[src/rtl/rma_pkg.sv]
// Shared types and constants for the rounded moving average block.
// No dependencies; used by every module of the block and by the checker.
package rma_pkg;

  localparam int unsigned SAMPLE_W   = 16;
  localparam int unsigned MEAN_W     = 16;
  localparam int unsigned DEF_WINDOW = 30;

  typedef enum logic {
    CMD_ADD   = 1'b0,
    CMD_CLEAR = 1'b1
  } cmd_e;

  // Status of the serial divider towards the controller
  typedef struct packed {
    logic busy;
    logic done;
  } div_stat_t;

endpackage

[src/rtl/rma_div.sv]
// Bit-serial restoring divider: one quotient bit per cycle.
// Depends on rma_pkg for the status struct and the result width.
module rma_div #(
  parameter int unsigned DIVIDEND_W = 21,
  parameter int unsigned DIVISOR_W  = 5
) (
  input  logic                             clk_i,
  input  logic                             rst_ni,
  input  logic                             start_i,
  input  logic [DIVIDEND_W-1:0]            dividend_i,
  input  logic [DIVISOR_W-1:0]             divisor_i,
  output logic [rma_pkg::MEAN_W-1:0]       quotient_o,
  output rma_pkg::div_stat_t               stat_o
);

  localparam int unsigned ITER_W = $clog2(DIVIDEND_W + 1);

  logic [DIVIDEND_W-1:0] shreg_q, shreg_d;
  logic [DIVISOR_W:0]    rem_q, rem_d;
  logic [DIVISOR_W-1:0]  dvsr_q;
  logic [ITER_W-1:0]     iter_q, iter_d;
  logic                  busy_q, busy_d;
  logic                  done_q, done_d;
  logic [DIVISOR_W:0]    rem_sh;
  logic                  fits;

  // Shift the next dividend bit into the partial remainder and trial-subtract
  assign rem_sh = {rem_q[DIVISOR_W-1:0], shreg_q[DIVIDEND_W-1]};
  assign fits   = rem_sh >= {1'b0, dvsr_q};

  always_comb begin
    shreg_d = shreg_q;
    rem_d   = rem_q;
    iter_d  = iter_q;
    busy_d  = busy_q;
    done_d  = done_q;
    if (start_i) begin
      shreg_d = dividend_i;
      rem_d   = '0;
      iter_d  = '0;
      busy_d  = 1'b1;
      done_d  = 1'b0;
    end else if (busy_q) begin
      rem_d   = fits ? (rem_sh - {1'b0, dvsr_q}) : rem_sh;
      shreg_d = {shreg_q[DIVIDEND_W-2:0], fits};
      iter_d  = iter_q + 1'b1;
      if (iter_q == ITER_W'(DIVIDEND_W - 1)) begin
        busy_d = 1'b0;
        done_d = 1'b1;
      end
    end
  end

  always_ff @(posedge clk_i or negedge rst_ni) begin
    if (!rst_ni) begin
      busy_q <= 1'b0;
      done_q <= 1'b0;
      iter_q <= '0;
    end else begin
      busy_q <= busy_d;
      done_q <= done_d;
      iter_q <= iter_d;
    end
  end

  always_ff @(posedge clk_i) begin
    shreg_q <= shreg_d;
    rem_q   <= rem_d;
    if (start_i) begin
      dvsr_q <= divisor_i;
    end
  end

  assign quotient_o  = shreg_q[rma_pkg::MEAN_W-1:0];
  assign stat_o.busy = busy_q;
  assign stat_o.done = done_q;

endmodule

[src/rtl/rounded_moving_average.sv]
// Rounded sliding-window mean: sample ring, running sum and control.
// Depends on rma_pkg and rma_div.
//
// Usage: the slave stream carries one command per transaction; tuser selects
// add (0) or clear (1) and tdata carries the millivolt sample. An add writes
// the sample into a ring of WINDOW entries, updates the running sum and
// returns one transaction on the master stream holding the mean rounded to
// nearest. A clear empties the window in the cycle it is taken and returns
// nothing.
// Steps of an add: one ring read, one sum update, one divider load and the
// bit-serial divider, which produces one quotient bit per cycle. A new
// command is taken only once the result is loaded into the output register,
// so one add is in progress at a time.
// Reset clears the fill count, sum and write slot; ring contents are left
// undefined and are used only once every entry has been written.
// Back-pressure: the result waits in the output register; the next command
// is still accepted, but its result stays in the divider until the receiver
// takes the previous one.
module rounded_moving_average #(
  parameter int unsigned WINDOW = rma_pkg::DEF_WINDOW
) (
  input  logic                             clk_i,
  input  logic                             rst_ni,
  input  logic                             s_axis_tvalid_i,
  output logic                             s_axis_tready_o,
  input  logic [rma_pkg::SAMPLE_W-1:0]     s_axis_tdata_i,  // [15:0] sample_mv
  input  logic                             s_axis_tuser_i,  // [0] cmd
  output logic                             m_axis_tvalid_o,
  input  logic                             m_axis_tready_i,
  output logic [rma_pkg::MEAN_W-1:0]       m_axis_tdata_o   // [15:0] mean_mv
);

  localparam int unsigned CNT_W  = $clog2(WINDOW + 1);
  localparam int unsigned SLOT_W = (WINDOW > 1) ? $clog2(WINDOW) : 1;
  localparam int unsigned SUM_W  = rma_pkg::SAMPLE_W + CNT_W;

  typedef enum logic [3:0] {
    ST_IDLE   = 4'b0001,
    ST_READ   = 4'b0010,
    ST_UPDATE = 4'b0100,
    ST_DIV    = 4'b1000
  } state_e;

  state_e state_q, state_d;

  logic [rma_pkg::SAMPLE_W-1:0] ring_mem [WINDOW];
  logic [rma_pkg::SAMPLE_W-1:0] old_q;
  logic [rma_pkg::SAMPLE_W-1:0] sample_q;
  logic [SUM_W-1:0]             sum_q, sum_d;
  logic [CNT_W-1:0]             fill_q, fill_d;
  logic [SLOT_W-1:0]            slot_q, slot_d;
  logic [rma_pkg::MEAN_W-1:0]   mean_q;
  logic                         out_vld_q, out_vld_d;

  logic                         in_acc;
  logic                         out_free;
  logic                         ring_full;
  logic                         ring_we;
  logic                         div_start;
  logic                         div_start_q;
  logic                         div_done;
  logic [SUM_W-1:0]             dividend;
  logic [rma_pkg::MEAN_W-1:0]   quotient;
  rma_pkg::div_stat_t           div_stat;

  assign s_axis_tready_o = (state_q == ST_IDLE);
  assign in_acc          = s_axis_tvalid_i && s_axis_tready_o;
  assign out_free        = !out_vld_q || m_axis_tready_i;
  assign ring_full       = (fill_q == CNT_W'(WINDOW));
  assign ring_we         = (state_q == ST_UPDATE);
  assign dividend        = sum_q + SUM_W'(fill_q >> 1);
  // Ignore the done flag left over from the previous add while the load is pending
  assign div_done        = div_stat.done && !div_stat.busy && !div_start_q;

  always_comb begin
    state_d   = state_q;
    sum_d     = sum_q;
    fill_d    = fill_q;
    slot_d    = slot_q;
    out_vld_d = out_vld_q && !m_axis_tready_i;
    div_start = 1'b0;
    case (state_q)
      ST_IDLE: begin
        if (in_acc) begin
          if (rma_pkg::cmd_e'(s_axis_tuser_i) == rma_pkg::CMD_CLEAR) begin
            sum_d  = '0;
            fill_d = '0;
            slot_d = '0;
          end else begin
            state_d = ST_READ;
          end
        end
      end
      ST_READ: begin
        // Wait for the registered ring read of the slot about to be replaced
        state_d = ST_UPDATE;
      end
      ST_UPDATE: begin
        sum_d  = sum_q - (ring_full ? SUM_W'(old_q) : '0) + SUM_W'(sample_q);
        fill_d = ring_full ? fill_q : fill_q + 1'b1;
        slot_d = (slot_q == SLOT_W'(WINDOW - 1)) ? '0 : slot_q + 1'b1;
        div_start = 1'b1;
        state_d   = ST_DIV;
      end
      ST_DIV: begin
        if (div_done && out_free) begin
          out_vld_d = 1'b1;
          state_d   = ST_IDLE;
        end
      end
      default: state_d = ST_IDLE;
    endcase
  end

  always_ff @(posedge clk_i or negedge rst_ni) begin
    if (!rst_ni) begin
      state_q   <= ST_IDLE;
      sum_q     <= '0;
      fill_q    <= '0;
      slot_q    <= '0;
      out_vld_q <= 1'b0;
    end else begin
      state_q   <= state_d;
      sum_q     <= sum_d;
      fill_q    <= fill_d;
      slot_q    <= slot_d;
      out_vld_q <= out_vld_d;
    end
  end

  always_ff @(posedge clk_i) begin
    if (in_acc) begin
      sample_q <= s_axis_tdata_i;
    end
    if (state_q == ST_DIV && div_done && out_free) begin
      mean_q <= quotient;
    end
  end

  // Ring store: one write and one registered read at the current slot
  always_ff @(posedge clk_i) begin
    old_q <= ring_mem[slot_q];
    if (ring_we) begin
      ring_mem[slot_q] <= sample_q;
    end
  end

  // The start is registered, so the divider loads after the update and sees the new sum and count
  always_ff @(posedge clk_i or negedge rst_ni) begin
    if (!rst_ni) begin
      div_start_q <= 1'b0;
    end else begin
      div_start_q <= div_start;
    end
  end

  rma_div #(
    .DIVIDEND_W (SUM_W),
    .DIVISOR_W  (CNT_W)
  ) u_div (
    .clk_i      (clk_i),
    .rst_ni     (rst_ni),
    .start_i    (div_start_q),
    .dividend_i (dividend),
    .divisor_i  (fill_q),
    .quotient_o (quotient),
    .stat_o     (div_stat)
  );

  assign m_axis_tvalid_o = out_vld_q;
  assign m_axis_tdata_o  = mean_q;

endmodule

[config.mk]
export PLATFORM = sky130hd
export DESIGN_NAME = rounded_moving_average
export DESIGN_NICKNAME = d
export VERILOG_FILES = /design/src/rtl/rma_pkg.sv /design/src/rtl/rma_div.sv /design/src/rtl/rounded_moving_average.sv
export SDC_FILE = /design/constraint.sdc
export NUM_CORES = 1
export LEC_CHECK = 0
export ABC_AREA = 1
export CAP_MARGIN = 0
export CORE_UTILIZATION = 50
export DETAILED_ROUTE_END_ITERATION = 16
export DONT_BUFFER_PORTS = 1
export PLACE_DENSITY = 0.69
export SLEW_MARGIN = 20
export SYNTH_ARGS = -nofsm -noshare
export SYNTH_HDL_FRONTEND = slang
export SYNTH_HIERARCHICAL = 1
export SYNTH_SLANG_ARGS = --single-unit
export TNS_END_PERCENT = 50
[constraint.sdc]
create_clock -name clk_i -period 6.25 [get_ports clk_i]
set_clock_uncertainty 0.2 [all_clocks]
set_input_delay 0.9375 -clock clk_i [delete_from_list [all_inputs] [get_ports clk_i]]
set_output_delay 0.9375 -clock clk_i [all_outputs]
set_load 0.005 [all_outputs]
[Word-level counts from Yosys, hierarchy flattened]
Memories as Yosys holds them, arrays and structs flattened. A register that Yosys moved wholly into a read port is not among the register bits.
Cells that the tools add are included.
Operators by class
  add/sub/neg operators: 7
  order comparisons: 1
  equality and inequality tests: 12
  muxes and demuxes: 29
  reduce and logical (&&, ||, !) cells: 19
Operators by type and width (number)
  21-bit 2-to-1 mux: 4
  21-bit one-hot mux with 2 select lines: 1
  5-bit 2-to-1 mux: 7
  21-bit by 16-bit adder with 21-bit output: 1
  21-bit by 4-bit adder with 21-bit output: 1
  21-bit by 16-bit subtractor with 21-bit output: 1
  5-bit one-hot mux with 2 select lines: 2
  16-bit 2-to-1 mux: 1
  4-bit one-hot mux with 4 select lines: 1
  5-bit by 1-bit adder with 5-bit output, second input constant: 3
  5-bit equality test, second input constant: 3
  4-bit 2-to-1 mux: 3
  1-bit 2-to-1 mux: 10
  1-bit logical AND: 7
  6-bit by 5-bit >= comparator with 1-bit output: 1
  2-bit inequality test, second input constant: 3
  3-bit AND reduction: 2
  2-bit nonzero test: 3
  5-bit subtractor: 1
  4-bit by 1-bit equality test with 1-bit output, second input constant: 1
  4-bit by 2-bit equality test with 1-bit output, second input constant: 1
  4-bit by 3-bit equality test with 1-bit output, second input constant: 1
  4-bit equality test, second input constant: 1
  1-bit logical NOT: 4
  4 further kinds: 5
Storage, ports and cells
  register bits: 107
  memory bits (writable): 480
  input bits: 21
  output and inout port bits: 18
  memories: 1
Memory list
  ring_mem: words 30, bits a word 16, read ports 1, clocked after memory_dff 1, wr ports 1, line rounded_moving_average.sv:46  | logic [rma_pkg::SAMPLE_W-1:0] ring_mem [WINDOW];

[Depth between registers and ports, before layout]
  depth after elaboration: 6
  gate-level depth with buffers: 19

[By module]
The synthesis kept the hierarchy.
By module, submodules not included
  rounded_moving_average: instances 1, cells each 2134, area each 24257.0 um2
  rma_div: instances 1, cells each 217, area each 2000.7 um2

[Least setup slack after synthesis]
Ideal clock, no wire load.
  kind: reg-to-reg
  from: reg slot_q[1]
  to: mem ring_mem[28][0] in the netlist's numbering (enable)
  library setup time: 0.409 ns
  arrival time: 2.425 ns
  data required time: 5.641 ns
  setup slack: 3.216 ns
  stages on the path, launching flop included: 7
  path through: dfrtp_1 -> inv_2 -> buf_2 -> clkbuf_1 -> ha_1 -> nand2_1 -> nor3_1
RTL lines
  start: declaration: line rounded_moving_average.sv:51  | logic [SLOT_W-1:0] slot_q, slot_d;
  start signal: assignment: line rounded_moving_average.sv:126  | slot_q <= slot_d;
  end: declaration: line rounded_moving_average.sv:46
No word-level cell before the write port.

[Worst setup path in the final report]
  from: reg state_q[0]
  to: mem ring_mem[20][1] in the netlist's numbering (enable)
Between the ends
  longest elaborated chain between the ends: 3
Ends and longest elaborated chain
  start: declaration: line rounded_moving_average.sv:44  | state_e state_q, state_d;
  start signal: assignment: line rounded_moving_average.sv:123  | state_q <= state_d;
  4-bit by 3-bit equality test with 1-bit output: line rounded_moving_average.sv:70  | assign ring_we = (state_q == ST_UPDATE);
  1-bit 2-to-1 mux: line rounded_moving_average.sv:143  | if (ring_we) begin
  1-bit 2-to-1 mux (implied by the code): line rounded_moving_average.sv:144  | ring_mem[slot_q] <= sample_q;
Every way passes these cells.

==> impl_results.md <==
* RR Startpoint: state_q[0]
* Max_slew headroom at 29.5%
* Power share of the sequential group at 40.6%
* ANT cells at 0
* Psw at 0.00463 W
* Outcome: finished, final reports clean
* CP most frequent cell: inv_1
* Clock buffer depth at 3
* Sw frac at 36.2%
* Synth cell types at 50
* Routed wire length at 64100 µm
* Pwr Density at 444 nW/µm²
* Hold Path Depth at 0
* Placed wire-length estimate at 38500 µm
* Vias per cell at 5.63
* Hold_sp: s_axis_tdata_i[6]
* Commonest non-fill, non-tap cells in the layout: 538 x edfxtp_1, 454 x nand2_1, 356 x nor2_1, 222 x o21ai_0, 177 x inv_1
* Antenna Nets Post-Route at 0
* CP Launch Type: flop
* Core box area at 51600 µm²
* Port-buffer cells at 0
* Initial Util at 50.9%
* Final hold violations at 0
* Cells after Synth at 2351
* CP startpoint: state_q[0]
* Final setup fails at 0
* Most common cell after layout, fill and taps aside: edfxtp_1
* Layout Utilization at 55.9%
* GR Util All Layers at 24.5%
* R2R setup slack at 2.48 ns
* Worst-path clk slew at 0.07 ns
* CTS H-Tree Depth at 2
* Ys flop type: edfxtp_1
* Slew Viols, Final at 0
* DRT iter0 DRCs at 1838
* Post-synthesis register bit count at 603
* Gate power share at 32.1%
* Measured slew at the worst slew-check pin at 1.06 ns
* Post_cts resized at 0
* CP max FO at 24
* Routed WL per cell at 20.8 µm
* Fin crit share at 60.4%
* DR pass1 iterations at 6
* Die X at 231 µm
* Pleak at 10.9 nW
* Post-Syn Area at 26300 µm²
* TNS Setup at 0 ns
* Setup crit end: ring_mem[20][1]
* Final net count at 2431
* Root buffer cell: clkbuf_16
* Min Hold Slack at 0.209 ns
* Largest net degree at the start of global routing at 193
* Worst path depth at 5
* Reg-to-reg critical path endpoint: ring_mem[20][1]
* CP max stage delay at 0.93 ns
* Syn Nets at 2431
* Minimum clock period at 3.77 ns
* Setup Buffers After CTS at 0
* Ys Warns at 6
* Number of synthesized flops with an enable pin at 538
* Ports at 39
* Via Count at 17300
* CP endpoint kind: flop
* Clock sink count at 603
* F_max at 265 MHz
* Drc violations at 0
* Post-Syn Area per Cell at 11.2 µm²
* Max VDD drop at 0.314 mV
* Worst-skew pair later-pin latency at 0.63 ns
* First-pass GRT wire length at 99000 µm
* # hold bufs at CTS at 2
* Crit-path leading delay family: simple AND/OR/NAND/NOR gates
* Worst endpoint required time at 6.29 ns
* Layout cells sized above 1 at 7.09%
* # rows at 83
* Clock share of power at 27.3%
* Cells along the critical path: inv_1 -> nand4_1 -> inv_1 -> nand2_1 -> nor2_2
* Area Overhead vs Synth at 9.91%
* WP buf/inv at 2
* Worst Hold Class: input pin to flop
* CTS tree: built
* Post-synthesis async set-or-reset flop share at 7.30%
* Crit path DAT at 3.81 ns
* CP max stage cell: inv_1
* Setup CP Type: flop to flop
* Internal power at 0.00818 W
* Sequential element share of the synthesized area at 67.3%
* Total grt overflow at 0
* Gpl congestion at 0.907
* Placed cell area at 26900 µm²
* RSZ-0062 raised after global routing: false
* R2R cell count at 5
* Max-Cap Viols at 0
* Post-layout instance area at 28900 µm²
* Number of global-route vias before repair at 17200
* Num CTS Buffers at 58
* Die height at 231 µm
* Total Die Area at 53400 µm²
* Initial antenna violation count at 2
synth_stat cells, types with 7 or more instances:
library cell,number,area share (%)
nand2_1,454,6.5
a21oi_1,34,0.65
nand3b_1,7,0.20
buf_2,51,0.97
nand3_1,50,0.95
nand4_1,26,0.62
dfxtp_1,21,1.6
nor2_1,359,5.1
dfrtp_1,43,4.1
nor3_1,17,0.32
o21ai_0,222,4.2
xor2_1,18,0.60
inv_1,177,2.5
o22ai_1,100,2.4
ha_1,41,2.0
o21ai_1,44,0.84
buf_6,7,0.30
buf_4,26,0.74
clkbuf_1,32,0.46
fa_1,18,1.4
edfxtp_1,538,62
stage by stage:
| step | instances | setup WS (ns) | total power, W |
|---|---|---|---|
| after global placement | 2968 | 2.37 | 0.00921 |
| after floorplan | 2351 | 3.22 | 0.00821 |
| after CTS | 3076 | 2.23 | 0.0128 |
| after global routing | 3077 | 2.17 | 0.0136 |
| final | 3077 | 2.48 | 0.0128 |
| after detailed placement | 2968 | 2.22 | 0.00934 |
worst reg2reg max path: stages (launching register included):
cell and delay [ns]:
dfstp_2 0.38, inv_1 0.07, nand4_1 0.52, inv_1 0.93, nand2_1 0.51, nor2_2 0.77
cell type report:
class                           instances  area, µm²
Sequential cell                       603      17700
Multi-Input combinational cell       1444       7240
Tap cell                              680        851
Clock buffer                           71       1500
Inverter                              186        703
Clock inverter                         35        378
Fill cell                            4260      22800
Timing Repair Buffer                   58        503
logic make-up after synthesis:
group / after synthesis / synth area share (%)
and+or+nand+nor: 939 / 14.6
DFF: 603 / 67.3
AOI/OAI and AO/OA: 422 / 8.74
buffers and inverters: 304 / 5.18
adders and majority gates: 59 / 3.33
xor gates and xnor gates: 24 / 0.801
power by group through the flow:
stage	Clock (W)	Combinational (W)	Sequential, W
3_5_place_dp	0	0.00405	0.00529
6_report	0.00349	0.00411	0.00521
4_1_cts	0.00354	0.00408	0.00521
3_3_place_gp	0	0.00394	0.00528
5_1_grt	0.00369	0.00463	0.00525
2_1_floorplan	0	0.00294	0.00527
sequential cells by signal, indices dropped and copies added (netlist names):
register,flops
m_axis_tdata_o,16
u_div/dvsr_q,5
u_div/iter_q,5
sample_q,16
fill_q,5
div_start_q,1
u_div/rem_q,5
u_div/busy_q,1
slot_q,5
m_axis_tvalid_o,1
sum_q,21
u_div/done_q,1
state_q,4
old_q,16
ring_mem,480
u_div/shreg_q,21
metal layers:
metal  share of wire (%)  up-vias  GRT usage (%)
met3                 7.5      147           3.33
met4                 4.6        0           11.3
met2                  48      721           40.3
met1                  40     8351           32.4
met5                   0        -              0
li1                    -     8098              -
worst min path at each step:
stage	end	slack, ns
after floorplan	u_div/rem_q[4]	0.23
after global placement	m_axis_tdata_o[14]	0.24
after detailed placement	m_axis_tdata_o[8]	0.24
after CTS	sample_q[6]	0.17
after global routing	sample_q[14]	0.18
final	sample_q[6]	0.21
(Power assumes the default switching activity.)
